**src/rtl/hipt_ram.sv**
```systemverilog
`timescale 1ns / 1ps
module hipt_ram #(
   parameter int Width = 8,
   parameter int Depth = 256
) (
   input logic clock,
   input logic wr_en,
   input logic [$clog2(Depth)-1:0] wr_addr,
   input logic [Width-1:0] wr_data,
   input logic [$clog2(Depth)-1:0] rd_addr,
   output logic [Width-1:0] rd_data
);
   logic [Width-1:0] mem [Depth];

   always_ff @(posedge clock) begin
      if (wr_en) begin
         mem[wr_addr] <= wr_data;
      end
      rd_data <= mem[rd_addr];
   end
endmodule

```
**config.mk**
```make
export PLATFORM = sky130hd
export DESIGN_NAME = hipt_ram
export DESIGN_NICKNAME = d
export VERILOG_FILES = /design/src/rtl/hipt_ram.sv
export SDC_FILE = /design/constraint.sdc
export NUM_CORES = 2
export LEC_CHECK = 0
export BUFFER_PORTS_ARGS = -buffer_cell sky130_fd_sc_hd__buf_2
export CAP_MARGIN = 10
export CELL_PAD_IN_SITES_DETAIL_PLACEMENT = 1
export CELL_PAD_IN_SITES_GLOBAL_PLACEMENT = 1
export CORE_UTILIZATION = 45
export CTS_CLUSTER_DIAMETER = 150
export DETAILED_ROUTE_END_ITERATION = 8
export PLACE_DENSITY = 0.72
export SETUP_SLACK_MARGIN = 0.3
export SLEW_MARGIN = 5
export SYNTH_ARGS = -nofsm -noshare
export SYNTH_HDL_FRONTEND = slang
export SYNTH_SLANG_ARGS = --single-unit
```
**constraint.sdc**
```tcl
create_clock -name clock -period 3.55 [get_ports clock]
set_clock_uncertainty 0.05 [all_clocks]
set_input_delay 0.71 -clock clock [delete_from_list [all_inputs] [get_ports clock]]
set_output_delay 0.71 -clock clock [all_outputs]
set_load 0.01 [all_outputs]
```
==> summary.md <==
| Metric | Value |
|---|---|
| Main synth FF type | `edfxtp_1` |
| Reg2reg start | `mem[83][3]` |
| Hold crit path type | `in -> reg` |
| R2r worst-path depth | `7` |
| Core region area | `175000 um^2` |
| Hold Path Origin | `wr_data[2]` |
| Syn nets | `3759` |
| Area Overhead vs Synth | `16.1%` |
| CTS root buffer | `clkbuf_16` |
| Final Cycle Share | `88.2%` |
| CTS H-tree lvls | `4` |
| Most common cell in the synthesized netlist | `edfxtp_1` |
| RSZ-0062 raised after global routing | `no` |
| CTS clock-pin slew for the worst setup and hold paths | `0.07 ns` |
| Routability Congestion | `0.854` |
| Total power draw | `50600 uW` |
| Crit end category | `flip-flop` |
| Via Count | `slightly above 40000` |
| CTS max path bufs | `3` |
| Post-Route WL | `214000 um` |
| Synth Warn # | `0` |
| Drt drc | `0` |
| Largest net degree at the start of global routing | `~110` |
| Slew @ Worst Pin | `1.03 ns` |
| RR Endpoint | `rd_data[3]` |
| Detailed placement HPWL | `137000 um` |
| Worst Setup SP | `rd_addr[0]` |
| Synth cell types | `55` |
| Synth Instances | `3733` |
| Seq cells post-synth | `2056` |
| Most instantiated cells after synthesis | `2048 x edfxtp_1, 454 x mux4_2, 282 x nor2_1` |
| Worst EP required | `4.18 ns` |
| Largest cells by area after synthesis | `edfxtp_1 77%, mux4_2 13%, mux2i_1 1.7%, nor2_1 1.3%, a22oi_1 1.3%` |
| Hold Path Depth | `1` |
| Post-CTS Setup Bufs | `0` |
| Hold Path End | `mem[77][2]` |
| Initial antenna violation count | `13` |
| Post-CTS Resized | `0` |
| Gr usage total | `24.0%` |
| Port Buf Inserts | `33` |
| Reg2reg setup slack | `between 0.6 and 0.7 ns` |
| Die W | `422 um` |
| PwrDens | `547 nW/um^2` |
| Initial DRC count | `4765` |
| Global-route wire length before repair | `309000 um` |
| Run status | `completed` |
| Final hold violation count | `0` |
| Post-Syn Area | `between 70000 and 80000 um^2` |
| Share of layout cells above drive strength 1 | `29.7%` |
| Asr flop ratio synth | `0%` |
| Boundary Pins | `34` |
| Max_slew headroom | `30.7%` |
| Final Hold Slack | `0.235 ns` |
| Avg Cell Area, Syn | `21.3 um^2` |
| Max Fclk | `about 320 MHz` |
| Static leakage | `0.0295 uW` |
| FP Rows | `153` |
| Clock latency on the worst-skew pair | `0.86 ns` |
| WP data arrival | `3.76 ns` |
| Die ar. | `178000 um^2` |
| Cts hold-fix bufs | `0` |
| Initial Utilization | `45.5%` |
| Vias per std cell | `6.10` |
| Die Ht | `approximately 420 um` |
| Clk sink count | `2056` |
| Max FO, Critical Path | `25` |
| CTS buffer count | `201` |
| Final Net Count | `4285` |
| DR pass1 iterations | `7` |
| ANT nets after route | `0` |
| Critical path class | `in -> reg` |
| EDFF count, synth | `2048` |
| Per-cell routed wire length | `31.6 um` |
| Gr ovfl total | `0` |
| Worst vdd ir | `0.000461 V` |
| CTS tree | `done` |
| Final Setup Violations | `0` |
| Leading area contributor after synthesis | `edfxtp_1` |
| Area share of the largest cell type after synthesis | `between 70 and 80%` |
| Post-synthesis sequential area ratio | `77.5%` |
| Slew Viols, Final | `0` |
| Critical path startpoint category | `input pin` |
| Max Cap Viol | `0` |
| Vias in the first global route | `43200` |
| Minimum clock period after layout | `3.13 ns` |
## metrics by stage
step                      TNS (ns)  worst slack, ns  instance area [um^2]  std cells  util [%]
final                            0            0.420                 92400       6756      52.9
after global routing             0            0.376                 92400       6754      52.8
after CTS                        0            0.520                 92400       6751      52.8
after detailed placement     -1.08           -0.340                 85900       6381      49.1
after global placement       -1.61           -0.658                 85900       6380      49.1
after floorplan                  0            0.852                 79600       3733         -
## sequential cells by signal, indices dropped and copies added (netlist names)
name,cells
rd_data,8
mem,2048
## kinds of logic after synthesis
| group | after synthesis | share of synthesized area (%) |
|---|---|---|
| buffers and inverters | 235 | 1.83 |
| AND/OR/NAND/NOR | 466 | 2.63 |
| flip-flops | 2056 | 77.5 |
| AO/OA/AOI/OAI | 385 | 3.42 |
| multiplexers | 591 | 14.6 |
## how the worst max path moves through the flow
stage                      end  slack (ns)  cells past startpoint
floorplan           rd_data[2]        0.85                      9
global placement    rd_data[5]       -0.66                      9
detailed placement  rd_data[3]       -0.34                     10
CTS                 rd_data[3]        0.52                     10
global route        rd_data[3]        0.38                     10
finish              rd_data[3]        0.42                     10
## layout by cell type, fill, tap and decap left out, types with 11 or more instances in the layout
master	netlist	routed
clkinv_2	0	37
a22oi_1	133	133
clkbuf_1	111	31
buf_4	27	474
a211oi_1	16	16
o22ai_1	28	28
buf_2	31	21
clkbuf_16	0	203
nand2_1	33	33
nor2b_1	31	28
nor2_1	282	279
inv_6	0	11
bufinv_16	0	18
mux2i_1	134	134
a21oi_1	96	96
mux4_2	454	454
buf_12	8	51
o221ai_1	46	46
clkinv_1	1	53
a221oi_1	13	13
nor3_1	22	22
edfxtp_1	2048	2048
nor4_1	24	24
nand3_1	34	34
## critical path, cell delays in order
cell and delay (ns):
buf_8 0.22, buf_12 0.27, buf_12 0.18, mux4_2 0.52, a22o_1 0.29, a221oi_1 0.24, buf_4 0.18, o32ai_1 0.13
nor3_1 0.83, nor4_1 0.15
## where the power goes
group	internal, uW	total, uW	leakage [uW]	switching (uW)
Combinational	1000	2680	0.00785	1680
Sequential	26800	26800	0.0185	46.3
Clock	11900	21100	0.00317	9160
Total	39700	50600	0.0295	10900
## per-layer routing
layer	track usage, %	wire (um)	vias to the layer above
met5	0	41	-
met4	7.98	6480	6
met3	3.77	16000	400
met2	39.6	107000	1909
met1	32.7	84000	22100
li1	-	-	16800
## cell type report
type / instances / area, um^2
fill: 15300 / 82400
sequential: 2056 / 61700
multi-input combinational: 1442 / 16500
clock buffer: 240 / 5280
timing repair buffer: 556 / 4830
tap: 2325 / 2910
clock inverter: 130 / 1190
antenna: 5 / 12.5
inverter: 2 / 7.51
No activity file was read; power rests on OpenSTA's default activity.
