<file path="config.mk">
export PLATFORM = sky130hd
export DESIGN_NAME = hipt_hash
export DESIGN_NICKNAME = d
export VERILOG_FILES = /design/src/rtl/hipt_pkg.sv /design/src/rtl/hipt_hash.sv
export SDC_FILE = /design/constraint.sdc
export NUM_CORES = 1
export LEC_CHECK = 0
export BUFFER_PORTS_ARGS = -buffer_cell sky130_fd_sc_hd__buf_2
export CELL_PAD_IN_SITES_DETAIL_PLACEMENT = 1
export CELL_PAD_IN_SITES_GLOBAL_PLACEMENT = 1
export CORE_MARGIN = 2
export CORE_UTILIZATION = 25
export DETAILED_ROUTE_END_ITERATION = 10
export GPL_ROUTABILITY_DRIVEN = 0
export HOLD_SLACK_MARGIN = 0.05
export PLACE_DENSITY = 0.46
export SKIP_CTS_REPAIR_TIMING = 1
export SYNTH_ARGS = -nofsm -noshare
export SYNTH_HDL_FRONTEND = slang
export SYNTH_SLANG_ARGS = --single-unit
</file>
<file path="constraint.sdc">
create_clock -name clock -period 11.53 [get_ports clock]
set_input_delay 1.153 -clock clock [delete_from_list [all_inputs] [get_ports clock]]
set_output_delay 1.153 -clock clock [all_outputs]
set_load 0.005 [all_outputs]
</file>
<file path="src/rtl/hipt_pkg.sv">
`timescale 1ns / 1ps
package hipt_pkg;
   localparam int Frames = 256;
   localparam int IdxW = 8;
   localparam int FcW = 9;
   localparam int MaxPages = 64;
   localparam int HashShl = 10;
   localparam int HashShr = 6;
   // Entry layout: valid, length, pid, page.
   localparam int EntW = 1 + 2 + 24 + 8;

   localparam logic [1:0] ACT_LOOKUP = 2'd0;
   localparam logic [1:0] ACT_ALLOC = 2'd1;
   localparam logic [1:0] ACT_FREE_PAGE = 2'd2;
   localparam logic [1:0] ACT_FREE_PROC = 2'd3;

   localparam logic [1:0] ST_OK = 2'd0;
   localparam logic [1:0] ST_NOT_FOUND = 2'd1;
   localparam logic [1:0] ST_NO_SPACE = 2'd2;

   localparam logic CSR_FRAME_COUNT = 1'b0;
   localparam logic CSR_RESERVED = 1'b1;

   typedef struct packed {
      logic [1:0] action;
      logic [23:0] pid_chars;
      logic [1:0] pid_length;
      logic [7:0] page;
      logic [6:0] page_count;
   } req_type;

   typedef struct packed {
      logic [1:0] status;
      logic [7:0] frame;
      logic [7:0] assigned_page;
      logic last;
   } rsp_type;
endpackage

</file>
<file path="src/rtl/hipt_hash.sv">
`timescale 1ns / 1ps
// Home slot: one hash round per cycle, then a product step, then a restoring
// remainder of one bit per cycle and a sign fix-up step.
module hipt_hash import hipt_pkg::*; (
   input logic clock,
   input logic reset,
   input logic start,
   input logic [23:0] pid,
   input logic [1:0] len,
   input logic [7:0] page,
   input logic [FcW-1:0] fc,
   output logic done,
   output logic [IdxW-1:0] slot
);
   localparam logic [2:0] H_IDLE = 3'd0;
   localparam logic [2:0] H_MIX = 3'd1;
   localparam logic [2:0] H_MUL = 3'd2;
   localparam logic [2:0] H_DIV = 3'd3;
   localparam logic [2:0] H_FIX = 3'd4;

   logic [2:0] state_ff, state_in;
   logic [31:0] h_ff, h_in;
   logic [1:0] cnt_ff, cnt_in;
   logic [5:0] bit_ff, bit_in;
   logic [FcW:0] rem_ff, rem_in;
   logic neg_ff, neg_in;
   logic [IdxW-1:0] slot_ff, slot_in;
   logic [31:0] t, mag;
   logic [FcW:0] shifted;
   logic [FcW:0] r;

   assign done = (state_ff == H_FIX);
   assign slot = slot_in;
   assign mag = ~h_ff + 32'd1;

   always_comb begin
      state_in = state_ff;
      h_in = h_ff;
      cnt_in = cnt_ff;
      bit_in = bit_ff;
      rem_in = rem_ff;
      neg_in = neg_ff;
      slot_in = slot_ff;
      t = 32'd0;
      shifted = '0;
      r = '0;
      unique case (state_ff)
         H_IDLE: begin
            if (start) begin
               h_in = 32'd0;
               cnt_in = 2'd0;
               state_in = H_MIX;
            end
         end
         H_MIX: begin
            t = h_ff + {24'd0, pid[8*cnt_ff +: 8]};
            t = t + (t << HashShl);
            t = t ^ 32'($signed(t) >>> HashShr);
            h_in = t;
            cnt_in = cnt_ff + 2'd1;
            if (cnt_ff + 2'd1 >= len) begin
               state_in = H_MUL;
            end
         end
         H_MUL: begin
            if (page != 8'd0) begin
               h_in = h_ff * {24'd0, page};
            end
            state_in = H_DIV;
            bit_in = 6'd31;
            rem_in = '0;
         end
         H_DIV: begin
            if (bit_ff == 6'd31) begin
               neg_in = h_ff[31];
               if (h_ff[31]) begin
                  h_in = mag;
               end
            end
            shifted = {rem_ff[FcW-1:0], (bit_ff == 6'd31 && h_ff[31]) ?
                       mag[31] : h_ff[bit_ff[4:0]]};
            rem_in = (shifted >= {1'b0, fc}) ? shifted - {1'b0, fc} : shifted;
            bit_in = bit_ff - 6'd1;
            if (bit_ff == 6'd0) begin
               state_in = H_FIX;
            end
         end
         H_FIX: begin
            r = rem_ff;
            if (neg_ff && r != '0) begin
               r = {1'b0, fc} - r;
            end
            slot_in = r[IdxW-1:0];
            state_in = H_IDLE;
         end
         default: state_in = H_IDLE;
      endcase
   end

   always_ff @(posedge clock) begin
      if (reset) begin
         state_ff <= H_IDLE;
      end else begin
         state_ff <= state_in;
      end
      h_ff <= h_in;
      cnt_ff <= cnt_in;
      bit_ff <= bit_in;
      rem_ff <= rem_in;
      neg_ff <= neg_in;
      slot_ff <= slot_in;
   end
endmodule

</file>
==> results.py <==
metrics = {
    "worst_setup_path": {
        "crit_start": "cnt_ff[1]",
        "crit_path_end_kind": "flop",
        "path_max_fanout": 11,
        "slowest_delay_ns": 0.79,
        "cp-start-kind": "flop",
        "reg2reg_from": "cnt_ff[1]",
        "cpMaxStageDelayCell": "a21oi_1",
        "crit_required_ns": 11.62,
        "path_delay_family": "compound AO/OA/AOI/OAI gates",
        "cp.buffers_inverters": 1,
        "critical_path_class": "reg2reg",
        "crit_arrival_ns": 7.45,
    },
    "synthesis": {
        "syn_inst": 1538,
        "synth-seq-cells": 62,
        "async_flop_share_pct": 0,
        "synth.area.top_cells": "fa_1, edfxtp_1, ha_1",
        "syn_area_per_cell_um2": 8.70,
        "synth_area_mm2": 0.0134,
        "synth_common_cells": "inv_1, and2_1, fa_1",
        "synth_edf_count": 51,
        "synth_top_cell_area_share_pct": 23.9,
        "yosys.area.top_type": "fa_1",
        "ys_seq_area_share_pct": 13.1,
        "yosysMostFrequentCell": "inv_1",
        "syn_nets": 1836,
        "ys_warn_count": 0,
        "synth_cell_types": 75,
        "synth_ff_type": "edfxtp_1",
    },
    "sta": {
        "fin_crit_ns": 7.36,
        "setup_viol": 0,
        "rsz0062_at_grt": "no",
        "hold_viol": 0,
        "worst_pin_slew_ns": 1.11,
        "drv_slew": 0,
        "period_share_pct": 63.9,
        "relSlewSlack_pct": 26.0,
        "finalClockSkew_ns": 0.00831,
        "fmax_mhz": 136,
        "setup_tns_ns": 0,
    },
    "final_layout": {
        "drive_above_1_share_pct": 7.87,
        "fillCellCount": 6166,
        "area.growth.synth_to_final_pct": 9.16,
        "final-seq-area_mm2": 0.00175,
        "fin_nets": 1830,
        "multi_input_area_mm2": 0.0106,
        "post-route-util_pct": 27.7,
        "antenna_cells": 0,
    },
    "routing": {
        "detail_route.wl_per_cell_um": 19.7,
        "first_iter_violations": 411,
        "drt-total-wl_um": 43900,
        "antenna_left": 0,
        "drt_pass1_iterations": 5,
        "num_vias": 10800,
        "viasPerCell": 4.83,
        "drc_errors": 0,
    },
    "status": {
        "run_status": "finished clean",
    },
    "clock_tree": {
        "clock_sinks": 62,
        "insertion_delay_ns": 0.35,
        "cts_tree": "yes",
        "cts_root_buf": "clkbuf_16",
        "clk_pin_slew_worst_paths_ns": 0.06,
        "cts_inserted_buffers": 9,
        "cts_buffer_depth": 2,
        "ctsHtreeMaxLevel": 3,
    },
    "floorplan": {
        "die-area_mm2": 0.0554,
        "die_h_um": 235,
        "rows": 84,
        "die_w_um": 235,
        "io_pins": 55,
        "core_area_mm2": 0.0528,
        "start_util_pct": 25.4,
    },
    "placed_design": {
        "io_buffers": 54,
        "hpwl_um": 33700,
    },
    "grt": {
        "grt_pass1_vias": 12000,
        "grt_antenna_before_repair": 1,
        "grt_max_degree": 34,
        "track_usage_pct": 16.2,
        "grt_pass1_wl_um": 70500,
        "overflow": 0,
    },
    "worst_hold_path": {
        "worstHoldStart": "slot_ff[5]",
        "hold_path_class": "reg2reg",
    },
    "job": {
        "max-cap-violations": 0,
    },
}
-- worst paths after layout --
kind                     end  slack (ns)  cells past startpoint
hold / removal    slot_ff[5]        0.47                      1
setup reg to reg    h_ff[20]        4.17                     25
setup / recovery    h_ff[20]        4.17                     25
hold reg to reg   slot_ff[5]        0.47                      1
-- cells in the final DEF, fill, tap and decap left out, types with 12 or more instances in the layout --
master	synthesis	layout
buf_4	0	15
ha_1	92	92
edfxtp_1	51	51
nor3_1	18	18
buf_2	4	54
a21o_1	31	31
a21oi_1	66	65
a22oi_1	14	14
nand3_1	27	27
fa_1	160	160
inv_1	184	184
o21ai_0	57	57
mux2i_1	12	12
xnor2_1	85	85
and2_1	175	175
nor2_1	75	75
nor2b_1	14	12
xor2_1	54	54
and3_1	16	16
nand2_1	135	135
nand4_1	12	12
-- final cells by class --
cell class | instances | share of cell area [%]
multi-input cells | 1206 | 72.8
flip-flops and latches | 62 | 12.0
well taps | 688 | 5.89
inverters | 184 | 4.73
repair buffers | 69 | 2.62
clock buffers | 13 | 1.86
clock inverters | 3 | 0.120
-- registers in the layout, summed over array words and instances (netlist names) --
name	cells
h_ff	32
rem_ff	10
slot_ff	8
bit_ff	6
state_ff	3
cnt_ff	2
neg_ff	1
-- metrics by stage --
step           hold WS (ns)  cells  worst slack, ns  cell area [um^2]
3_5_place_dp          0.464   2209             3.99             14300
2_1_floorplan         0.463   1538             5.54             13400
6_report              0.467   2225             4.17             14600
4_1_cts               0.478   2225             4.18             14600
5_1_grt               0.506   2225             3.45             14600
3_3_place_gp          0.446   2209             4.04             14300
-- routing by layer --
layer | share of wire (%) | track usage [%] | vias up
li1 | - | - | 5091
met1 | 49 | 22.3 | 5528
met2 | 48 | 28.1 | 119
met3 | 1.9 | 1.22 | 19
met4 | 0.74 | 2.43 | 0
met5 | 0 | 0 | -
-- cell families after synthesis --
| logic type | synth area share, % |
|---|---|
| flip-flops | 13.1 |
| AO/OA/AOI/OAI | 13.3 |
| XOR/XNOR | 9.91 |
| buffers and inverters | 7.61 |
| adder cells (fa/ha/maj) | 32.5 |
| multiplexers | 2.92 |
| AND/OR/NAND/NOR | 20.7 |
Power is left out: the tool's default activity adds up to more than one toggle a clock period on the data nets, which glitch-free logic cannot reach.
